--- src/sv/itaf_pkg.sv ---
// Package for the integer to ASCII formatter.
// Holds the character codes, the power-of-ten table, the nibble encoder and the state type.
// Depends on nothing.
package itaf_pkg;

	localparam logic [6:0] CH_ZERO    = 7'h30;
	localparam logic [6:0] CH_UPPER_A = 7'h41;
	localparam logic [6:0] CH_MINUS   = 7'h2D;
	localparam logic [3:0] NIBBLE_MASK = 4'hF;

	localparam logic [1:0] MODE_UNSIGNED = 2'd0;
	localparam logic [1:0] MODE_SIGNED   = 2'd1;
	localparam logic [1:0] MODE_HEX      = 2'd2;

	// Index of the units position, which follows the nine powers of ten.
	localparam logic [3:0] UNITS_IDX = 4'd9;
	localparam logic [3:0] MAX_HEX   = 4'd8;

	typedef enum logic [3:0] {
		ST_IDLE = 4'b0001,
		ST_SUB  = 4'b0010,
		ST_HEX  = 4'b0100,
		ST_OUT  = 4'b1000
	} state_t;

	// Powers of ten from 10^9 down to 10.
	function automatic logic [31:0] decade(input logic [3:0] idx);
		logic [31:0] d;
		unique case (idx)
			4'd0: d = 32'd1000000000;
			4'd1: d = 32'd100000000;
			4'd2: d = 32'd10000000;
			4'd3: d = 32'd1000000;
			4'd4: d = 32'd100000;
			4'd5: d = 32'd10000;
			4'd6: d = 32'd1000;
			4'd7: d = 32'd100;
			4'd8: d = 32'd10;
			default: d = 32'd1;
		endcase
		return d;
	endfunction

	function automatic logic [6:0] nibble_char(input logic [3:0] v);
		logic [3:0] n;
		logic [6:0] c;
		n = v & NIBBLE_MASK;
		if (n < 4'd10) begin
			c = CH_ZERO + {3'd0, n};
		end else begin
			c = CH_UPPER_A + {3'd0, n - 4'd10};
		end
		return c;
	endfunction

endpackage

--- src/sv/integer_to_ascii_formatter.sv ---
// Top level of the integer to ASCII formatter.
// Uses itaf_pkg for character codes, the power-of-ten table and the state type.
//
// Formats one 32-bit value per input item as ASCII, one character per output item,
// most significant first, with last set on the final character. Decimal modes use a
// single 32-bit compare and subtract unit that works down the powers of ten from 10^9,
// one subtraction per cycle while no character waits to be taken; a digit d above the
// units takes d subtractions and then a failed compare before its character is handed
// out, and a suppressed leading zero hands out nothing. Hex mode encodes each character
// in ST_HEX and hands it out in ST_OUT. The input is not ready until the final character
// of the current number has been taken.
module integer_to_ascii_formatter (
	input  logic        clk,
	input  logic        arst_n,
	input  logic        in_valid,
	output logic        in_ready,
	input  logic [1:0]  mode,
	input  logic [31:0] value,
	input  logic [3:0]  hex_digits,
	output logic        out_valid,
	input  logic        out_ready,
	output logic [6:0]  character,
	output logic        last
);

	itaf_pkg::state_t state_q;
	logic [31:0] val_q;
	logic [3:0]  idx_q;
	logic [3:0]  digit_q;
	logic [3:0]  cnt_q;
	logic        started_q;
	logic        hex_q;
	logic [6:0]  char_q;
	logic        last_q;

	logic [31:0] dec;
	logic        ge;
	logic [3:0]  ncnt;
	logic [2:0]  pad;
	logic [4:0]  shamt;
	logic        neg;

	assign in_ready  = (state_q == itaf_pkg::ST_IDLE);
	assign out_valid = (state_q == itaf_pkg::ST_OUT);
	assign character = char_q;
	assign last      = last_q;

	assign dec = itaf_pkg::decade(idx_q);
	assign ge  = (val_q >= dec);
	assign neg = (mode == itaf_pkg::MODE_SIGNED) && value[31];

	always_comb begin
		if (hex_digits == 4'd0) begin
			ncnt = 4'd1;
		end else if (hex_digits > itaf_pkg::MAX_HEX) begin
			ncnt = itaf_pkg::MAX_HEX;
		end else begin
			ncnt = hex_digits;
		end
		// Align the top printed nibble to bits 31:28.
		pad   = 3'(itaf_pkg::MAX_HEX - ncnt);
		shamt = {pad, 2'b00};
	end

	always_ff @(posedge clk or negedge arst_n) begin
		if (!arst_n) begin
			state_q <= itaf_pkg::ST_IDLE;
		end else begin
			unique case (state_q)
				itaf_pkg::ST_IDLE: begin
					if (in_valid) begin
						if (mode == itaf_pkg::MODE_HEX) begin
							state_q <= itaf_pkg::ST_HEX;
						end else if (neg) begin
							state_q <= itaf_pkg::ST_OUT;
						end else begin
							state_q <= itaf_pkg::ST_SUB;
						end
					end
				end
				itaf_pkg::ST_SUB: begin
					if (idx_q == itaf_pkg::UNITS_IDX) begin
						state_q <= itaf_pkg::ST_OUT;
					end else if (!ge && (digit_q != 4'd0 || started_q)) begin
						state_q <= itaf_pkg::ST_OUT;
					end
				end
				itaf_pkg::ST_HEX: begin
					state_q <= itaf_pkg::ST_OUT;
				end
				itaf_pkg::ST_OUT: begin
					if (out_ready) begin
						if (last_q) begin
							state_q <= itaf_pkg::ST_IDLE;
						end else if (hex_q) begin
							state_q <= itaf_pkg::ST_HEX;
						end else begin
							state_q <= itaf_pkg::ST_SUB;
						end
					end
				end
				default: state_q <= itaf_pkg::ST_IDLE;
			endcase
		end
	end

	always_ff @(posedge clk) begin
		unique case (state_q)
			itaf_pkg::ST_IDLE: begin
				idx_q     <= 4'd0;
				digit_q   <= 4'd0;
				started_q <= 1'b0;
				cnt_q     <= ncnt;
				hex_q     <= (mode == itaf_pkg::MODE_HEX);
				char_q    <= itaf_pkg::CH_MINUS;
				last_q    <= 1'b0;
				if (mode == itaf_pkg::MODE_HEX) begin
					val_q <= value << shamt;
				end else if (neg) begin
					val_q <= 32'd0 - value;
				end else begin
					val_q <= value;
				end
			end
			itaf_pkg::ST_SUB: begin
				if (idx_q == itaf_pkg::UNITS_IDX) begin
					// The remainder is the units digit, always printed.
					char_q <= itaf_pkg::CH_ZERO + {3'd0, val_q[3:0]};
					last_q <= 1'b1;
				end else if (ge) begin
					val_q   <= val_q - dec;
					digit_q <= digit_q + 4'd1;
				end else begin
					if (digit_q != 4'd0 || started_q) begin
						char_q    <= itaf_pkg::CH_ZERO + {3'd0, digit_q};
						started_q <= 1'b1;
					end
					digit_q <= 4'd0;
					idx_q   <= idx_q + 4'd1;
				end
			end
			itaf_pkg::ST_HEX: begin
				char_q <= itaf_pkg::nibble_char(val_q[31:28]);
				last_q <= (cnt_q == 4'd1);
				val_q  <= val_q << 4;
				cnt_q  <= cnt_q - 4'd1;
			end
			itaf_pkg::ST_OUT: begin
			end
			default: begin
			end
		endcase
	end

endmodule

--- config.mk ---
export PLATFORM = sky130hd
export DESIGN_NAME = integer_to_ascii_formatter
export DESIGN_NICKNAME = d
export VERILOG_FILES = /design/src/sv/itaf_pkg.sv /design/src/sv/integer_to_ascii_formatter.sv
export SDC_FILE = /design/constraint.sdc
export NUM_CORES = 1
export LEC_CHECK = 0
export BUFFER_PORTS_ARGS = -buffer_cell sky130_fd_sc_hd__buf_2
export CAP_MARGIN = 20
export CORE_MARGIN = 2
export CORE_UTILIZATION = 62
export DETAILED_ROUTE_END_ITERATION = 16
export PLACE_DENSITY = 0.82
export SYNTH_ARGS = -nofsm -noshare
export SYNTH_HDL_FRONTEND = slang
export SYNTH_SLANG_ARGS = --single-unit
--- constraint.sdc ---
create_clock -name clk -period 6.9 [get_ports clk]
set_input_delay 0.345 -clock clk [delete_from_list [all_inputs] [get_ports clk]]
set_output_delay 0.345 -clock clk [all_outputs]
set_load 0.01 [all_outputs]
# Word level (Yosys, flattened, before mapping)
# Memories as Yosys holds them, arrays and structs flattened. A register that Yosys moved wholly into a read port is not among the register bits.
# Index checks and enable logic that the tools add are counted.
# op_classes
addsub	11
mul	0
n_div	0
n_lt_le_gt_ge	3
n_eq_ne	18
shifts	1
muxes	35
bitwise_logic	0
n_reduce_logical	16
# ops
op	n
32-bit 2-to-1 mux	4
32-bit one-hot mux with 3 select lines	1
4-bit 2-to-1 mux	13
32-bit >= comparator	1
32-bit by 5-bit << shifter with 32-bit output	1
1-bit by 32-bit subtractor with 32-bit output (first input constant)	1
32-bit subtractor	1
7-bit 2-to-1 mux	4
4-bit one-hot mux with 2 select lines	3
6-bit by 4-bit adder with 7-bit output (first input constant)	3
7-bit one-hot mux with 3 select lines	1
4-bit one-hot mux with 4 select lines	1
2-bit != test (second input constant)	6
3-bit AND reduction	4
3-bit != test (second input constant)	3
4-bit by 1-bit adder with 4-bit output (second input constant)	2
4-bit by 1-bit == test with 1-bit output (second input constant)	2
4-bit == test (second input constant)	2
7-bit by 4-bit adder with 7-bit output (first input constant)	1
3-bit 2-to-1 mux	2
4-bit by 2-bit == test with 1-bit output (second input constant)	1
4-bit by 3-bit == test with 1-bit output (second input constant)	1
4-bit > comparator (second input constant)	1
4-bit zero test	1
18 further kinds	24
# totals
ff_bits	58
latch_bits	0
ram_bits	0
romBits	480
inputBits	42
output_inout_bits	10
word_cells	94
mem_count	1
# mem_list
memory	words	width	rd	rd_clocked_by_memory_dff	write_ports	line	source
(name not given)	16	30	1	1	0	itaf_pkg.sv:29	unique case (idx)

# Depth between registers and ports, before layout
# depth
depth_word	7
depth_mapped	16
ltp_nobuf	15

# Worst setup path after synthesis
# OpenSTA, ideal clock, no wires.
# synth_path
path_kind	register -> register
startpoint	reg val_q[0]
endpoint	reg val_q[0] (enable)
setup_time_ps	533
arrival_time_ps	5811
path_slack_ps	555
stages_incl_launch_ff	11
path_buffers	1
synth_period_minus_slack_ps	6345
path_cell_list	edfxtp_1 inv_1 ha_1 fa_1 nand2b_1 a21o_1 a31oi_1 a31o_2 o21ai_1 buf_4 o311ai_0
# synth_via
elab_chain_len	3
# synth_lines
element	line	source
from (decl)	integer_to_ascii_formatter.sv:27	logic [31:0] val_q;
from (signal assigned)	integer_to_ascii_formatter.sv:118	val_q <= value << shamt;
from (signal assigned)	integer_to_ascii_formatter.sv:120	val_q <= 32'd0 - value;
from (signal assigned)	integer_to_ascii_formatter.sv:122	val_q <= value;
32-bit >= comparator	integer_to_ascii_formatter.sv:49	assign ge = (val_q >= dec);
2-bit != test (no source line)	--	
3-bit AND reduction (no source line)	--	
# Every way passes these cells.
# A chain may end at the register's enable or synchronous reset.

# Worst setup path in the final report
# layout_path
startpoint	reg val_q[9]
endpoint	reg, netlist name dec[9]
# layout_via
elab_chain_len	4
# layout_lines
element	line
32-bit >= comparator	integer_to_ascii_formatter.sv:49
2-bit != test (no source line)	--
3-bit AND reduction (no source line)	--
4-bit 2-to-1 mux (no source line)	--
# Every way passes these cells.

==> metrics.txt <==
Pwr Density=between 500 and 600 nW/um^2; final hold violations=0; Final Skew=0.007988 ns; Crit. Startpoint=val_q[9]; Max Freq=0.2173 GHz; Synth Area in Adders=8.687%; Sink Count=81; Filler cells=940; Mapped Avg Cell Area=about 8.3 sq um; Worst VDD drop=0.0003576 V; total track usage=33.36%; Clock Path Buffers=2; post-CTS sizing=0; gr ovfl total=0; first-pass GRT wire length=between 30000 and 40000 um; Skew-Pair Late Insertion Delay=about 0.35 ns; syn_nets=about 970; Synth Flop Type=edfxtp_1; number of antenna diodes=0; Storage cell area=2183 sq um; number of global-route vias before repair=6771; Post-synth ARST share=4.938%; initial antenna violation count=0; P&R area growth vs syn=9.270%; TritonCTS clock tree=yes; Core ar.=11470 sq um; Final Max Tran Viols=0; Die Wd=112.4 um; final setup violation count=0; num rows=39; mux share of post-synthesis cell area=6.730%; status=finished, final reports clean; Period Utilization, post-route=66.69%; CP max FO=11; DIE AREA=roughly 13000 sq um; sequential share of the synthesized area=29.96%; CP startpoint kind=register; Tightest Pin Transition=0.9256 ns; Mapped Area=7288 sq um; Port Buf Inserts=51; minimum clock period=around 4.6 ns; Yosys cell types=79; Ports=between 50 and 60; Synth Area in XOR/XNOR=under 10%; vias per cell=6.556; Slew HR=37.88%; Total Wirelength=21010 um; layout cell share with drive strength beyond 1=12.10%; post-layout util=69.45%; Setup crit end kind=register; hpwl dp=16090 um; synth warn=0; DR pass1 iterations=5; Leak=3.234 nW; max_cap viols=0; Simple-Gate Fraction of Synth Area=17.89%; die height=112.4 um; maximum number of pins on one net before global-route repair=48; hold_buf cts=1; Setup TNS=0 ns; Synth Register Bits=81; Layout Nets=996; Post-Place Cells=a little over 1000; number of synthesized flops with an enable pin=54; post-synthesis compound-gate area fraction=24.86%; crit path DAT=between 4 and 5 ns; clock slew at reported path FFs=0.07 ns; CTS Buf Count=9; WS Path Type=register to register; starting density of the core=between 60% and 70%; CP Data Required Time=7.15 ns; total power=4.307 mW; Worst Hold Launch=in_valid; multi-input logic area=about 4700 sq um; average wire per standard cell=19.97 um; DR vias=between 6000 and 7000; DRT iter0 DRCs=slightly below 700; Final ANT Viol Nets=0; Hold Path Class=input port to register; H-tree depth=3; RSZ-0062 raised after global routing=no; combinational family with the most area after synthesis=compound AO/OA/AOI/OAI gates; Post-CTS Repair Setup Buffers=0; number of remaining DRC errors=0; Critical R2R Launch=val_q[9]; non-filler cells, final=1052; CTS root buf=clkbuf_16; Post-Synthesis Cells=873; GPL Wtd Cong=1.026
==> metrics by stage <==
stage	hold WS (ns)	instance area [sq um]	setup slack (ns)
floorplan	0.04941	7288	0.5552
global placement	0.1476	7620	2.552
detailed placement	0.1487	7620	2.432
CTS	0.1660	7941	2.315
global route	0.1877	7964	1.937
finish	0.1829	7964	2.298
==> worst paths after layout <==
kind | to | slack, ns | depth (start not counted)
max | dec[9] | 2.30 | 12
max in group asynchronous | state_q[0] | 6.38 | 2
min in group asynchronous | state_q[1] | 0.32 | 2
min | state_q[0] | 0.18 | 2
max reg2reg | dec[9] | 2.30 | 12
min reg2reg | state_q[2] | 0.58 | 2
==> cells in the mapped netlist (13+ instances only) <==
cell type | number | area [sq um]
nor2_1 | 83 | 311.6
o21ai_1 | 23 | 115.1
clkbuf_1 | 27 | 101.4
xor2_1 | 24 | 210.2
nor3_1 | 20 | 100.1
nand2b_1 | 14 | 87.58
a21oi_1 | 68 | 340.3
xnor2_1 | 32 | 280.3
a21o_1 | 13 | 97.59
mux2i_1 | 31 | 310.3
inv_1 | 54 | 202.7
nand2_1 | 82 | 307.8
edfxtp_1 | 54 | 1622
ha_1 | 49 | 613.1
o21ai_0 | 53 | 265.3
a211oi_1 | 13 | 97.59
dfxtp_1 | 23 | 460.4
==> power breakdown <==
group	internal, mW	switching (mW)
logic	1.04	1.70
clock network	0.289	0.214
registers	0.870	0.195
==> final cells by class <==
type	count	area share (%)
Multi-Input combinational cell	696	59.56
Inverter	55	2.592
Clock inverter	7	1.084
Sequential cell	81	27.42
Clock buffer	9	2.828
Tap cell	143	2.247
Timing Repair Buffer	61	4.273
==> state kept, by name, indices dropped and copies added (netlist names) <==
| name | cells |
|---|---|
| state_q | 4 |
| hex_q | 1 |
| last | 1 |
| dec | 23 |
| cnt_q | 4 |
| started_q | 1 |
| character | 7 |
| val_q | 32 |
| idx_q | 4 |
| digit_q | 4 |
==> cells in the final DEF (no fill, tap or decap), types with 10 or more instances in the layout <==
master,n
nand3_1,11
o21ai_1,23
xor2_1,24
nand2_1,82
edfxtp_1,54
a21o_1,13
o211ai_1,10
a211oi_1,13
nor2_1,83
o22ai_1,10
inv_1,54
o21ai_0,53
xnor2_1,32
a21oi_1,68
a31oi_1,10
nor3_1,20
buf_2,51
a22oi_1,12
ha_1,49
mux2i_1,31
nor2b_1,12
nand2b_1,14
dfxtp_1,23
==> cells by family after synthesis <==
family | after synthesis
and+or+nand+nor | 271
AOI/OAI and AO/OA | 277
buffers and inverters | 96
muxes | 42
xor gates and xnor gates | 56
DFF | 81
adders and majority gates | 50
==> critical path, cell delays in order (launching register included) <==
cell and delay (ns):
edfxtp_1 0.44, ha_1 0.44, a211oi_1 0.26, nand2_1 0.09
a221o_1 0.34, a31o_2 0.26, o21ai_1 0.74, a21oi_1 0.36
a2bb2oi_1 0.66, inv_1 0.24, ha_1 0.29, nor2b_1 0.15
a211oi_1 0.24
==> routing by layer <==
layer / up-vias / track usage [%] / part of all wire (%)
li1: 3285 / - / -
met1: 3235 / 43.56 / 42
met2: 317 / 54.94 / 47
met3: 60 / 5.508 / 7.2
met4: 0 / 14.55 / 3.5
met5: - / 0 / 0
Power figures use the tool's default switching activity.
